**src/hw/rtl/assert_macros.svh**
```systemverilog
// Assertion macros shared by the tape machine RTL.
// No dependencies; included by the controller and the datapath.
`ifndef ASSERT_MACROS_SVH
`define ASSERT_MACROS_SVH

// Same-cycle implication under synchronous active-low reset
`define TMS_ASSERT_IMP(lbl, clk, rst_n, ante, cons) \
    lbl: assert property (@(posedge clk) disable iff (!(rst_n)) (ante) |-> (cons)) \
        else $error("tape machine: implication check failed");

// Next-cycle implication under synchronous active-low reset
`define TMS_ASSERT_NXT(lbl, clk, rst_n, ante, cons) \
    lbl: assert property (@(posedge clk) disable iff (!(rst_n)) (ante) |=> (cons)) \
        else $error("tape machine: next-cycle check failed");

`endif

```
**src/hw/rtl/tms_pkg.sv**
```systemverilog
`timescale 1ns / 1ps
// Package for the tape machine: field widths, codes, payload and control types.
// No dependencies; used by every module of the block.
package tms_pkg;

    localparam int CMD_W       = 2;
    localparam int ADDR_W      = 12;
    localparam int OP_W        = 3;
    localparam int BYTE_W      = 8;
    localparam int STATUS_W    = 2;
    localparam int PC_OUT_W    = 13;
    localparam int LEN_W       = 13;
    localparam int ORIGIN_W    = 12;
    localparam int CFG_DATA_W  = 13;
    localparam int CFG_IDX_W   = 1;

    localparam int PROG_DEPTH_DEF = 4096;
    localparam int TAPE_DEPTH_DEF = 4096;

    localparam logic [ORIGIN_W-1:0] ORIGIN_RESET = 12'd2048;

    localparam logic [CMD_W-1:0] CMD_LOAD    = 2'd0;
    localparam logic [CMD_W-1:0] CMD_STEP    = 2'd1;
    localparam logic [CMD_W-1:0] CMD_RESTART = 2'd2;
    localparam logic [CMD_W-1:0] CMD_NOP     = 2'd3;

    localparam logic [OP_W-1:0] OP_INC   = 3'd0;
    localparam logic [OP_W-1:0] OP_DEC   = 3'd1;
    localparam logic [OP_W-1:0] OP_RIGHT = 3'd2;
    localparam logic [OP_W-1:0] OP_LEFT  = 3'd3;
    localparam logic [OP_W-1:0] OP_OUT   = 3'd4;
    localparam logic [OP_W-1:0] OP_IN    = 3'd5;
    localparam logic [OP_W-1:0] OP_OPEN  = 3'd6;
    localparam logic [OP_W-1:0] OP_CLOSE = 3'd7;

    localparam logic [STATUS_W-1:0] ST_RUN   = 2'd0;
    localparam logic [STATUS_W-1:0] ST_END   = 2'd1;
    localparam logic [STATUS_W-1:0] ST_JUMP  = 2'd2;
    localparam logic [STATUS_W-1:0] ST_RANGE = 2'd3;

    localparam logic [CFG_IDX_W-1:0] REG_PROG_LEN    = 1'd0;
    localparam logic [CFG_IDX_W-1:0] REG_TAPE_ORIGIN = 1'd1;

    typedef struct packed {
        logic [CMD_W-1:0]  command;
        logic [ADDR_W-1:0] load_address;
        logic [OP_W-1:0]   load_op;
        logic [BYTE_W-1:0] in_byte;
    } t_in_item;

    typedef struct packed {
        logic [STATUS_W-1:0] status;
        logic                out_valid;
        logic [BYTE_W-1:0]   out_byte;
        logic                in_taken;
        logic [PC_OUT_W-1:0] program_counter;
        logic [OP_W-1:0]     executed_op;
    } t_out_item;

    typedef struct packed {
        logic take;
        logic clr_step;
        logic mod_step;
        logic exec;
        logic scan_f;
        logic scan_b;
        logic resp;
    } t_ctl_cmd;

    typedef struct packed {
        logic step_runs;
        logic clr_last;
        logic mod_last;
        logic go_fwd;
        logic go_back;
        logic scan_done;
        logic out_free;
    } t_dp_stat;

endpackage

```
**src/hw/rtl/tms_ctrl.sv**
```systemverilog
`timescale 1ns / 1ps
// Controller state machine of the tape machine: sequences clear, origin reduce,
// execute, bracket scan and reply. Depends on tms_pkg and assert_macros.svh.
`include "assert_macros.svh"

module tms_ctrl
    import tms_pkg::*;
(
    input  logic             i_clk,
    input  logic             i_rst_n,
    input  logic             i_in_valid,
    input  logic [CMD_W-1:0] i_command,
    input  t_dp_stat         i_stat,
    output logic             o_in_ready,
    output t_ctl_cmd         o_cmd
);

    localparam logic [2:0] S_CLEAR = 3'd0;
    localparam logic [2:0] S_MOD   = 3'd1;
    localparam logic [2:0] S_IDLE  = 3'd2;
    localparam logic [2:0] S_EXEC  = 3'd3;
    localparam logic [2:0] S_SCANF = 3'd4;
    localparam logic [2:0] S_SCANB = 3'd5;
    localparam logic [2:0] S_RESP  = 3'd6;

    logic [2:0] r_state;
    logic [2:0] n_state;
    logic       r_reply;
    logic       n_reply;

    always_comb begin
        n_state    = r_state;
        n_reply    = r_reply;
        o_in_ready = 1'b0;
        o_cmd      = '0;
        case (r_state)
            S_CLEAR: begin
                o_cmd.clr_step = 1'b1;
                if (i_stat.clr_last) begin
                    n_state = S_MOD;
                end
            end
            S_MOD: begin
                o_cmd.mod_step = 1'b1;
                if (i_stat.mod_last) begin
                    n_state = r_reply ? S_RESP : S_IDLE;
                    n_reply = 1'b0;
                end
            end
            S_IDLE: begin
                o_in_ready = 1'b1;
                if (i_in_valid) begin
                    o_cmd.take = 1'b1;
                    case (i_command)
                        CMD_STEP: begin
                            n_state = i_stat.step_runs ? S_EXEC : S_RESP;
                        end
                        CMD_RESTART: begin
                            n_state = S_CLEAR;
                            n_reply = 1'b1;
                        end
                        default: begin
                            n_state = S_RESP;
                        end
                    endcase
                end
            end
            S_EXEC: begin
                o_cmd.exec = 1'b1;
                if (i_stat.go_fwd) begin
                    n_state = S_SCANF;
                end else if (i_stat.go_back) begin
                    n_state = S_SCANB;
                end else begin
                    n_state = S_RESP;
                end
            end
            S_SCANF: begin
                o_cmd.scan_f = 1'b1;
                if (i_stat.scan_done) begin
                    n_state = S_RESP;
                end
            end
            S_SCANB: begin
                o_cmd.scan_b = 1'b1;
                if (i_stat.scan_done) begin
                    n_state = S_RESP;
                end
            end
            S_RESP: begin
                if (i_stat.out_free) begin
                    o_cmd.resp = 1'b1;
                    n_state    = S_IDLE;
                end
            end
            default: begin
                n_state = S_IDLE;
            end
        endcase
    end

    always_ff @(posedge i_clk) begin
        if (!i_rst_n) begin
            r_state <= S_CLEAR;
            r_reply <= 1'b0;
        end else begin
            r_state <= n_state;
            r_reply <= n_reply;
        end
    end

    `TMS_ASSERT_NXT(a_exec_not_idle, i_clk, i_rst_n, r_state == S_EXEC, r_state != S_IDLE)
    `TMS_ASSERT_NXT(a_scanf_exit, i_clk, i_rst_n, r_state == S_SCANF, (r_state == S_SCANF) || (r_state == S_RESP))
    `TMS_ASSERT_IMP(a_resp_slot_free, i_clk, i_rst_n, o_cmd.resp, i_stat.out_free)

endmodule

```
**config.mk**
```make
export PLATFORM = sky130hd
export DESIGN_NAME = tms_ctrl
export DESIGN_NICKNAME = d
export VERILOG_FILES = /design/src/hw/rtl/tms_pkg.sv /design/src/hw/rtl/tms_ctrl.sv
export VERILOG_INCLUDE_DIRS = /design/src /design/src/hw/rtl
export SDC_FILE = /design/constraint.sdc
export NUM_CORES = 1
export LEC_CHECK = 0
export ABC_CLOCK_PERIOD_IN_PS = 1700
export CORE_AREA = 10 10 47 49
export CTS_CLUSTER_DIAMETER = 60
export DETAILED_ROUTE_END_ITERATION = 7
export DIE_AREA = 0 0 57 59
export DONT_BUFFER_PORTS = 1
export GPL_TIMING_DRIVEN = 0
export PLACE_DENSITY_LB_ADDON = 0.3
export SKIP_LAST_GASP = 1
export SLEW_MARGIN = 10
export SYNTH_ARGS = -nofsm -noshare
export SYNTH_HDL_FRONTEND = slang
export SYNTH_SLANG_ARGS = --single-unit
```
**constraint.sdc**
```tcl
create_clock -name i_clk -period 1.7 [get_ports i_clk]
set_clock_uncertainty 0.15 [all_clocks]
set_input_delay 0.085 -clock i_clk [delete_from_list [all_inputs] [get_ports i_clk]]
set_output_delay 0.085 -clock i_clk [all_outputs]
set_load 0.03 [all_outputs]
```
# --- Word level (Yosys, flattened, before mapping) ---
# Index checks and enable logic that the tools add are counted.
totals:
  ff_bits: 4
  in_bits: 12
  out_inout_bits: 8
  wordCells: 46
op_classes:
  eq_ne: 14
  muxes: 25
  n_reduce_logical: 5
ops:
  columns: ["operator", "count"]
  rows:
  - ["2-to-1 mux 3 bit", 8]
  - ["one-hot mux 3 bit (6 select lines)", 1]
  - ["2-to-1 mux 1 bit", 13]
  - ["inequality test 2 bit (second input constant)", 5]
  - ["equality test 3 bit (second input constant)", 3]
  - ["equality test 3 x 2 -> 1 bit (second input constant)", 2]
  - ["one-hot mux 3 bit (2 select lines)", 1]
  - ["AND reduction 5 bit", 1]
  - ["AND reduction 4 bit", 1]
  - ["equality test 3 x 1 -> 1 bit (second input constant)", 1]
  - ["logical NOT 3 bit", 1]
  - ["equality test 2 x 1 -> 1 bit (second input constant)", 1]
  - ["equality test 2 bit (second input constant)", 1]
  - ["2-to-1 mux 2 bit", 1]
  - ["inequality test 2 x 1 -> 1 bit (second input constant)", 1]
  - ["one-hot mux 1 bit (2 select lines)", 1]
  - ["nonzero test 2 bit", 1]
  - ["OR reduction 2 bit", 1]

# --- Logic depth before layout (Yosys ltp) ---
# Gate-level depths: netlist of run 1.
depth:
  depth_word: 4
  depth_mapped: 5
  mapped_depth_nobuf: 4

# --- Worst setup path after synthesis of run 1 ---
# No wires, ideal clock.
synth_timing:
  path_type: "reg2reg"
  from: "reg r_state[0]"
  to: "reg r_reply"
  setup_ns: 0.118
  arrival_time_ns: 1.579
  required_time_ns: 1.432
  path_slack_ns: -0.147
  stages_incl_launch_ff: 6
  n_path_buf: 1
  synth_period_minus_slack_ns: 1.847
  cell_sequence: "dfxtp_1 > buf_2 > nor3b_1 > nand2_1 > a22oi_1 > nor2b_1"
synth_between:
  elab_chain_len: 3
  elab_cells_between_ends: 8
  classes_between: "eq/ne (5); mux (1); reduce/logical (2)"
synth_rtl:
  columns: ["element", "line", "source"]
  rows:
  - ["start: declaration", "tms_ctrl.sv:26", "logic [2:0] r_state;"]
  - ["start signal: assignment", "tms_ctrl.sv:107", "r_state <= n_state;"]
  - ["equality test 3 x 2 -> 1 bit or equality test 3 x 1 -> 1 bit (tied branches)", "tms_ctrl.sv:36", "case (r_state)"]
  - ["inequality test 2 bit (no line) or nonzero test 2 bit (tied branches)", null, null]
  - ["AND reduction 4 bit (no line)", null, null]
  - ["end signal: assignment", "tms_ctrl.sv:108", "r_reply <= n_reply;"]
  - ["end: declaration", "tms_ctrl.sv:28", "logic r_reply;"]
# Parallel ways exist; a longest one is shown, timed or not.
# A chain may end at the register's enable or synchronous reset.

==> summary.md, run 1 <==
| Metric | Value |
|---|---|
| Status | complete, no violations |
| Leak pwr | 0.196 nW |
| Yosys cell types | 28 |
| Maximum number of pins on one net before global-route repair | 11 |
| Seq cells post-synth | 4 |
| Mean Syn Cell Area | 8.28 um2 |
| Clock sinks | 4 |
| Row cnt | 14 |
| Yosys top cell by area | dfxtp_1 |
| Levels on crit path | 3 |
| Synth top area cells | dfxtp_1 19%, nor3b_1 7.3%, o21ai_0 6.0% |
| Syn nets | 62 |
| Overflow left after global routing | 0 |
| CTS tree | yes |
| Cell class contributing the biggest share of worst-path delay | simple AND/OR/NAND/NOR gates |
| Crit. Startpoint | r_state[1] |
| Die ar. | 3360 um2 |
| I/O pin count | 20 |
| Initial antenna violation count | 0 |
| Fillers | 151 |
| Ant. Diodes | 0 |
| Final Hold Vio Count | 0 |
| Initial DRC Count | 2 |
| HP Class | in2reg |
| Most frequent cells after synthesis | 5 x nand2_1, 5 x o21ai_0, 4 x dfxtp_1, 4 x nor3b_1, 3 x nor2b_1 |
| First-pass GRT wire length | 1780 um |
| Number of routed nets with antenna violations | 0 |
| Critical path's largest stage delay | 0.49 ns |
| Residual DRC | 0 |
| Number of global-route vias before repair | 393 |
| Yosys top cell area share | 0.193 |
| Crit Path Class | reg2out |
| Final period utilization | 0.993 |
| Final min period | 1.69 ns |
| Worst path arrival time | 1.45 ns |
| Reg-to-Reg Start | r_state[1] |
| Netlist Area Pre-Place | 414 um2 |
| Initial DRT Pass Iterations | 4 |
| CP startpoint kind | flip-flop |
| Crit path max-delay cell type | nor3b_4 |
| Core Area | 1400 um2 |
| Register-to-Register Path Depth | 5 |
| Async SR Flop Fraction | 0 |
| Initial Util | 0.296 |
| Tightest Pin Transition | 0.545 ns |
| CP Buf/Inv Count | 1 |
| Syn. warnings | 0 |
| Chip height | 59 um |
| Reg2reg end | r_reply |
| CTS root buf | clkbuf_4 |
| Primary FF master, synth | dfxtp_1 |
| Count of pins over their slew limit | 0 |
| Area grow syn2layout | 34.7% |
| R2r setup slk | 0.06 ns |
| RSZ-0062 raised after global routing | yes |
| Total GRT Usage | 0.0644 |
| Data required, critical path | 1.46 ns |
| Power density over the cells | 1560 nW/um2 |
| Crit Path Max Fanout | 7 |
| Nets | 73 |
| CTS buffer count | 3 |
| Min Hold Slack | 0.0263 ns |
| Clock Latency Late Sink | 0.23 ns |
| Drt total wl | 1140 um |
| Fmax | 593 MHz |
| H-tree levels | 1 |
| HPWL Detailed | 892 um |
| CTS clk-pin slew, worst paths | 0.04 ns |
| Post-DR wirelength/cell | 15.2 um |
| IO buf count | 0 |
| Post-synth EDFFs | 0 |
| Layout cells sized above 1 | 0.356 |
| Slew headroom | 0.635 |
| CP Capture Type | output port |
| Post-Synthesis Cells | 50 |
| Vias | 397 |
| Pwr Total | 871 uW |
| Worst setup path endpoint | o_cmd[6] |
| Max VDD drop | 685 uV |
| Max_cap viols | 0 |
| Final setup fails | 0 |
| Post-synthesis sequential area ratio | 0.193 |
| Vias per cell | 5.29 |
| Die X | 57 um |
| Worst-path cell chain | buf_6 > nor3b_4 > and2_4 |
| Routability cong. | 0.728 |
| Clock Path Buffers | 2 |
-- where the power goes --
group          switching, mW  leakage [nW]  total [mW]  internal, mW
sequential            0.0391        0.0335       0.165         0.126
combinational          0.345         0.149       0.590         0.245
clock                 0.0363        0.0138       0.115        0.0788
-- cell families (layout without fill, tap and decap cells) --
kind of cell	after synthesis	count (layout)	synth area share
buffers and inverters	7	16	0.103
muxes	2	2	0.0483
AOI/OAI and AO/OA	16	16	0.293
and+or+nand+nor	21	21	0.363
DFF	4	4	0.193
-- worst register-to-register path, cell delays in order, from the launching register on --
cell and delay (ns):
dfxtp_2 0.31, buf_6 0.11, nor3b_4 0.49, and2_4 0.32, a22oi_1 0.10, nor2b_1 0.11
-- per-stage QoR --
stage,util,worst slack [ns],area (um2),cells,TNS [ns]
final,0.398,0.0125,558,75,0
after global routing,0.398,-0.0644,558,75,-0.182
after CTS,0.367,-0.215,514,73,-0.643
after detailed placement,0.317,-0.163,444,66,-0.190
after global placement,0.317,-0.150,444,66,-0.190
after floorplan,-,-0.0239,424,50,-0.0239
-- routing by layer --
layer / part of all wire / global-route usage / vias to the layer above
li1: - / - / 205
met3: 0.14 / 0.0494 / 0
met5: 0 / 0 / -
met4: 0 / 0.0101 / 0
met2: 0.40 / 0.0899 / 17
met1: 0.47 / 0.0772 / 175
-- how the worst min path moves through the flow --
stage | start | to | slack (ns) | cells after the start
2_1_floorplan | i_rst_n | r_reply | 0.06 | 1
3_3_place_gp | i_rst_n | r_reply | 0.07 | 1
3_5_place_dp | i_rst_n | r_reply | 0.08 | 1
4_1_cts | i_in_valid | r_state[2] | 0.02 | 3
5_1_grt | i_stat[5] | r_state[0] | 0.04 | 2
6_report | i_in_valid | r_state[2] | 0.03 | 3
-- layout by cell type, fill, tap and decap left out, drive strengths merged, types with 2 or more instances in the layout --
cell type / count
buf: 5
clkbuf: 5
dfxtp: 4
dlygate4sd3: 4
inv: 2
mux2i: 2
nand2: 5
nor2b: 3
nor3: 2
nor3b: 5
o21a: 2
o21ai: 7
o311ai: 2
-- sequential cells by signal, indices dropped and copies added, names as in the netlist --
name,cells
r_reply,1
r_state,3
-- cell type report --
type | count | area [um2] | area share
timing repair buffer | 7 | 62.6 | 0.112
inverter | 2 | 7.51 | 0.0135
sequential | 4 | 82.6 | 0.148
clock buffer | 3 | 22.5 | 0.0404
multi-input combinational | 39 | 332 | 0.594
tap | 16 | 20.0 | 0.0359
buffer | 4 | 31.3 | 0.0561
-- what timing repair did --
item / 4_1_cts / 5_1_grt
setup buffers: 0 / 3
pin swaps: 0 / 3
endpoints found under the hold margin: 4 / 0
hold buffers: 4 / 0
gates resized for setup: 3 / 7
endpoints found under the setup margin: 6 / 8
No activity file was read; power rests on OpenSTA's default activity.
==> inputs of run 2 (changes only) <==
--- a/config.mk
+++ b/config.mk
@@ -6,6 +6,7 @@
 export SDC_FILE = /design/constraint.sdc
 export NUM_CORES = 1
 export LEC_CHECK = 0
+export ABC_AREA = 1
 export ABC_CLOCK_PERIOD_IN_PS = 1700
 export CORE_AREA = 10 10 47 49
 export CTS_CLUSTER_DIAMETER = 60
==> summary.md, run 2 <==
| Metric | Value |
|---|---|
| I/O pin count | 20 (unchanged) |
| Largest regs | r_state: 3 flops, r_reply: 1 flops |
| Syn. warnings | 0 (unchanged) |
| Clock Path Buffers | 2 (unchanged) |
| Data required, critical path | 1.46 ns (about the same) |
| Most frequent cells after synthesis | 14 x nand2_1, 14 x nor2_1, 10 x inv_1 |
| Pwr Total | 891 uW (+2.3%) |
| Residual DRC | 0 (unchanged) |
| Met3 WL | 102 um (-34%) |
| Maximum number of pins on one net before global-route repair | 11 (unchanged) |
| Post-synthesis sequential area ratio | 0.187 (-0.00622) |
| Yosys top cell area share | 0.187 (-0.00622) |
| Max VDD drop | 689 uV (+0.61%) |
| Seq cells post-synth | 4 (unchanged) |
| Crit Path Max Fanout | 6 (-1) |
| Initial Util | 0.305 (+0.00982) |
| Initial antenna violation count | 0 (unchanged) |
| CTS tree | yes |
| Leak pwr | 0.273 nW (+39%) |
| Fillers | 174 (+15%) |
| Metal2 WL | 538 um (+19%) |
| Overflow left after global routing | 0 (unchanged) |
| HP Class | in2reg |
| Synth top area cells | dfxtp_1 19%, nand2_1 12%, nor2_1 12% |
| Tightest Pin Transition | 0.552 ns (+0.00737 ns) |
| Netlist Area Pre-Place | 428 um2 (+3.3%) |
| CP startpoint kind | flip-flop |
| IO buf count | 0 (unchanged) |
| Clock sinks | 4 (unchanged) |
| Yosys top cell by area | dfxtp_1 |
| Drt total wl | 1140 um (about the same) |
| Ant. Diodes | 0 (unchanged) |
| Number of routed nets with antenna violations | 0 (unchanged) |
| WL met1 | 495 um (-6.8%) |
| Die ar. | 3360 um2 (unchanged) |
| Primary FF master, synth | dfxtp_1 |
| Post-synth EDFFs | 0 (unchanged) |
| Status | complete, no violations |
| CTS clk-pin slew, worst paths | 0.04 ns (about the same) |
| CP Capture Type | output port |
| Initial DRT Pass Iterations | 4 (unchanged) |
| Min Hold Slack | 0.0190 ns (-0.00734 ns) |
| Nets | 93 (+27%) |
| Vias | 441 (+11%) |
| First-pass GRT wire length | 1890 um (+6.2%) |
| Final Hold Vio Count | 0 (unchanged) |
| Layout cells sized above 1 | 0.278 (-0.0775) |
| Setup Slack @ Placement | -0.0236 ns (+0.140 ns) |
| Area grow syn2layout | 26.3% |
| Slew headroom | 0.630 (-0.00429) |
| Routability cong. | 0.778 (+6.9%) |
| CTS buffer count | 3 (unchanged) |
| HPWL Detailed | 926 um (+3.8%) |
| Count of pins over their slew limit | 0 (unchanged) |
| Post-CTS Setup Bufs | 0 (unchanged) |
| Chip height | 59 um (unchanged) |
| Clock Latency Late Sink | 0.23 ns (about the same) |
| Max FFs per register | 3 (unchanged) |
| Syn nets | 84 (+35%) |
| Post-Synthesis Cells | 72 (+44%) |
| Worst path arrival time | 1.36 ns (-0.09 ns) |
| Vias per cell | 4.64 (-12%) |
| Final worst slack | 0.106 ns (+0.0938 ns) |
| Max_cap viols | 0 (unchanged) |
| Final period utilization | 0.937 (-0.0552) |
| RSZ-0062 raised after global routing | no |
| Mean Syn Cell Area | 5.94 um2 (-28%) |
| Most common cell after layout, fill and taps aside | nand2_1 |
| Power density over the cells | 1650 nW/um2 (+5.7%) |
| Total GRT Usage | 0.0692 (+0.00481) |
| Initial DRC Count | 5 (+3) |
| Layout Utilization | 0.386 (-0.0125) |
| Reg with most FFs | r_state |
| Core Area | 1400 um2 (unchanged) |
| Commonest cells after routing, fill and taps aside | 14 x nand2_1, 12 x nor2_1, 10 x inv_1, 7 x nand3_1, 6 x nor2_2 |
| Final setup fails | 0 (unchanged) |
| Fmax | 627 MHz (+5.9%) |
| Die X | 57 um (unchanged) |
| Crit Path Class | reg2out |
| Row cnt | 14 (unchanged) |
| Yosys cell types | 19 (-32%) |
| DR top layer | met3 |
| Final min period | 1.59 ns (-0.0938 ns) |
| Final setup TNS | 0 ns (unchanged) |
| CTS root buf | clkbuf_4 |
| Post-DR wirelength/cell | 12.0 um (-21%) |
| H-tree levels | 1 (unchanged) |
| Number of global-route vias before repair | 436 (+11%) |
| Async SR Flop Fraction | 0 (unchanged) |
-- run 2: changes by cell type after synthesis, moves of 3 or more --
cell,delta
nor2b_1,-3
nor2_1,+14
nor3b_1,-4
inv_1,+8
nand2_1,+9
nand3_1,+7
nor2_2,+5
o21ai_0,-5
-- run 2: path summary, 6_finish.rpt --
kind | start | endpoint | slack, ns | cells past startpoint
setup / recovery | r_state[1] | o_cmd[0] | 0.11 | 2
hold / removal | i_stat[3] | r_state[0] | 0.02 | 5
setup reg to reg | r_state[0] | r_state[1] | 0.14 | 9
hold reg to reg | r_reply | r_reply | 0.31 | 2
-- run 2: worst max-delay path: stages (launching register included) --
cell and delay (ns):
dfxtp_1 0.45, inv_2 0.16, nor4_4 0.51
-- run 2: cells by family (layout without fill, tap and decap cells) --
| kind of cell | Yosys count | in the layout | share of synthesized area |
|---|---|---|---|
| compound gates | 3 | 3 | 0.0468 |
| simple gates | 51 | 51 | 0.617 |
| buf+inv | 14 | 21 | 0.149 |
| flops | 4 | 4 | 0.187 |
-- run 2: where the power goes --
part	total [mW]	switching (mW)	internal, mW
logic	0.616	0.433	0.182
clock network	0.118	0.0391	0.0790
registers	0.157	0.0340	0.123
-- run 2: per-layer routing --
layer | track usage | vias to the layer above
met5 | 0 | -
met4 | 0.0302 | 0
met3 | 0.0386 | 0
met2 | 0.102 | 17
met1 | 0.0798 | 187
li1 | - | 237
-- run 2: per-stage QoR --
stage	std cells	cell area, um2
CTS	95	536
global placement	88	454
finish	95	541
detailed placement	88	454
global route	95	541
floorplan	72	434
-- run 2: final cells by class --
type                    count  area, um2  share of cell area
plain buffers               2       18.8              0.0347
clock buffers               3       22.5              0.0417
repair buffers              4       40.0              0.0741
multi-input cells          54        314               0.581
well taps                  16       20.0              0.0370
flip-flops and latches      4       80.1               0.148
inverters                  12       45.0              0.0833
-- run 2: what timing repair did --
item,in CTS,in global routing
setup endpoints to repair,5,1
endpoints found under the hold margin,4,0
gates resized for setup,4,1
hold buffers,4,0
==> inputs of run 3 (changes only) <==
--- a/config.mk
+++ b/config.mk
@@ -15,6 +15,7 @@
 export DONT_BUFFER_PORTS = 1
 export GPL_TIMING_DRIVEN = 0
 export PLACE_DENSITY_LB_ADDON = 0.3
+export RECOVER_POWER = 100
 export SKIP_LAST_GASP = 1
 export SLEW_MARGIN = 10
 export SYNTH_ARGS = -nofsm -noshare
==> summary.md, run 3 (synthesized netlist as in run 2, its figures left out) <==
| Metric | Value |
|---|---|
| Status | complete, no violations |
| Multi-input logic area | 290 um2 (-7.6%) |
| HP Class | in2reg |
| Power density over the cells | 1640 nW/um2 (-0.27%) |
| Die X | 57 um (unchanged) |
| Number of routed nets with antenna violations | 0 (unchanged) |
| Tightest Pin Transition | 0.553 ns (+0.000226 ns) |
| CP startpoint kind | flip-flop |
| RSZ-0062 raised after global routing | no |
| Clock sinks | 4 (unchanged) |
| Row cnt | 14 (unchanged) |
| CTS root buf | clkbuf_4 |
| Number of global-route vias before repair | 436 (unchanged) |
| IO buf count | 0 (unchanged) |
| Worst Hold Path EP | r_state[2] |
| I/O pin count | 20 (unchanged) |
| CTS clk-pin slew, worst paths | 0.04 ns (about the same) |
| Area grow syn2layout | 20.8% |
| First-pass GRT wire length | 1890 um (unchanged) |
| Residual DRC | 0 (unchanged) |
| Initial DRC Count | 7 (+2) |
| Final setup fails | 0 (unchanged) |
| Initial DRT Pass Iterations | 4 (unchanged) |
| Crit Path Max Fanout | 6 (unchanged) |
| Final setup TNS | 0 ns (unchanged) |
| Crit Path Class | reg2out |
| Most common cell after layout, fill and taps aside | nand2_1 |
| Post-CTS Setup Bufs | 0 (unchanged) |
| Reg-to-Reg Start | r_state[1] |
| Initial antenna violation count | 0 (unchanged) |
| Max_cap viols | 0 (unchanged) |
| Reg with most FFs | r_state |
| Slew headroom | 0.630 (about the same) |
| Post-DR wirelength/cell | 12.2 um (+1.8%) |
| Reg2reg end | r_reply |
| HPWL Detailed | 926 um (unchanged) |
| Sequential power share | 0.183 (+0.006) |
| Ant. Diodes | 0 (unchanged) |
| Hold Path Depth | 5 (unchanged) |
| Clock Path Buffers | 2 (unchanged) |
| Storage element area | 80.1 um2 (unchanged) |
| Clock power frac | 0.138 (+0.006) |
| Overflow left after global routing | 0 (unchanged) |
| Data required, critical path | 1.46 ns (about the same) |
| Sw Pwr | 481 uW (-5.0%) |
| Comb pwr share | 0.679 (-0.012) |
| Max VDD drop | 677 uV (-1.8%) |
| Pint | 368 uW (-4.2%) |
| CTS tree | yes |
| Initial Util | 0.305 (unchanged) |
| Worst path arrival time | 1.34 ns (-0.02 ns) |
| Nets | 93 (unchanged) |
| H-tree levels | 1 (unchanged) |
| Hold Startpoint | i_stat[1] |
| Final min period | 1.57 ns (-0.0216 ns) |
| Die ar. | 3360 um2 (unchanged) |
| Switching share of power | 0.566 (-0.00191) |
| Layout cells sized above 1 | 0.228 (-0.0506) |
| Fmax | 636 MHz (+1.4%) |
| Placed insts | 88 (unchanged) |
| Max FFs per register | 3 (unchanged) |
| Count of pins over their slew limit | 0 (unchanged) |
| Vias per cell | 4.64 (unchanged) |
| Commonest cells after routing, fill and taps aside | 15 x nand2_1, 13 x nor2_1, 11 x inv_1, 8 x nand3_1, 6 x nor2_2 |
| Total GRT Usage | 0.0692 (unchanged) |
| Non-Filler Instances | 95 (unchanged) |
| R2r setup slk | 0.14 ns (about the same) |
| Chip height | 59 um (unchanged) |
| Vias | 441 (unchanged) |
| Largest regs | r_state: 3 flops, r_reply: 1 flops |
| CTS buffer count | 3 (unchanged) |
| Register-to-Register Path Depth | 6 (-3) |
| CP Capture Type | output port |
| Final period utilization | 0.925 (-0.0127) |
| Final Hold Vio Count | 0 (unchanged) |
| Routability cong. | 0.778 (unchanged) |
| Clock Latency Late Sink | 0.23 ns (about the same) |
| Pwr Total | 850 uW (-4.7%) |
| Fillers | 179 (+2.9%) |
| Core Area | 1400 um2 (unchanged) |
| Maximum number of pins on one net before global-route repair | 11 (unchanged) |
| Drt total wl | 1160 um (+1.8%) |
| Leak pwr | 0.259 nW (-5.2%) |
run 3: cell types whose count changed in the layout (fill, tap and decap cells not counted):
cell     change
nor2_8       -1
nor2_1       +1
nand2_1      +1
inv_2        -1
inv_1        +1
nand2_2      -1
nand3_2      -1
nand3_1      +1
run 3: what timing repair did:
action | 4_1_cts | 5_1_grt
endpoints found under the setup margin | 5 | 1
endpoints found under the hold margin | 4 | 0
hold buffers | 4 | 0
resized for setup | 4 | 1
run 3: final cells by class:
type | count | area share
Inverter | 12 | 0.0872
Buffer | 2 | 0.0363
Timing Repair Buffer | 4 | 0.0775
Tap cell | 16 | 0.0387
Sequential cell | 4 | 0.155
Multi-Input combinational cell | 54 | 0.562
Clock buffer | 3 | 0.0436
run 3: layer usage:
layer	GRT usage	wire (um)	up-vias	part of all wire
li1	-	-	238	-
met1	0.0798	529	190	0.46
met2	0.102	543	13	0.47
met3	0.0386	84	0	0.073
met4	0.0302	0	0	0
met5	0	0	-	0
run 3: power groups by stage:
stage | Combinational, mW | Clock, mW | Sequential, mW
after floorplan | 0.517 | 0 | 0.146
after global placement | 0.589 | 0 | 0.154
after detailed placement | 0.589 | 0 | 0.153
after CTS | 0.619 | 0.125 | 0.156
after global routing | 0.634 | 0.129 | 0.159
final | 0.577 | 0.117 | 0.156
run 3: worst max-delay path by stage:
| stage | from | end | slack, ns | depth (start not counted) |
|---|---|---|---|---|
| floorplan | r_state[0] | r_state[1] | 0.12 | 9 |
| global placement | r_state[1] | r_reply | -0.02 | 6 |
| detailed placement | r_state[0] | r_state[1] | -0.02 | 9 |
| CTS | r_state[1] | r_reply | 0.06 | 6 |
| global route | r_state[1] | r_state[2] | 0.03 | 7 |
| finish | r_state[1] | o_cmd[1] | 0.13 | 3 |
run 3: critical path: stages, from the launching register on:
cell and delay, ns:
dfxtp_1 0.37, inv_2 0.16, nand2_1 0.12, nor2_1 0.45
run 3: metrics by stage:
step	util	hold slack [ns]	setup WS [ns]	area (um2)
after CTS	0.382	0.0139	0.0646	536
after floorplan	-	0.0555	0.124	434
final	0.369	0.0134	0.128	517
after global placement	0.324	0.0594	-0.0247	454
after global routing	0.369	0.0381	0.0315	517
after detailed placement	0.324	0.0610	-0.0236	454
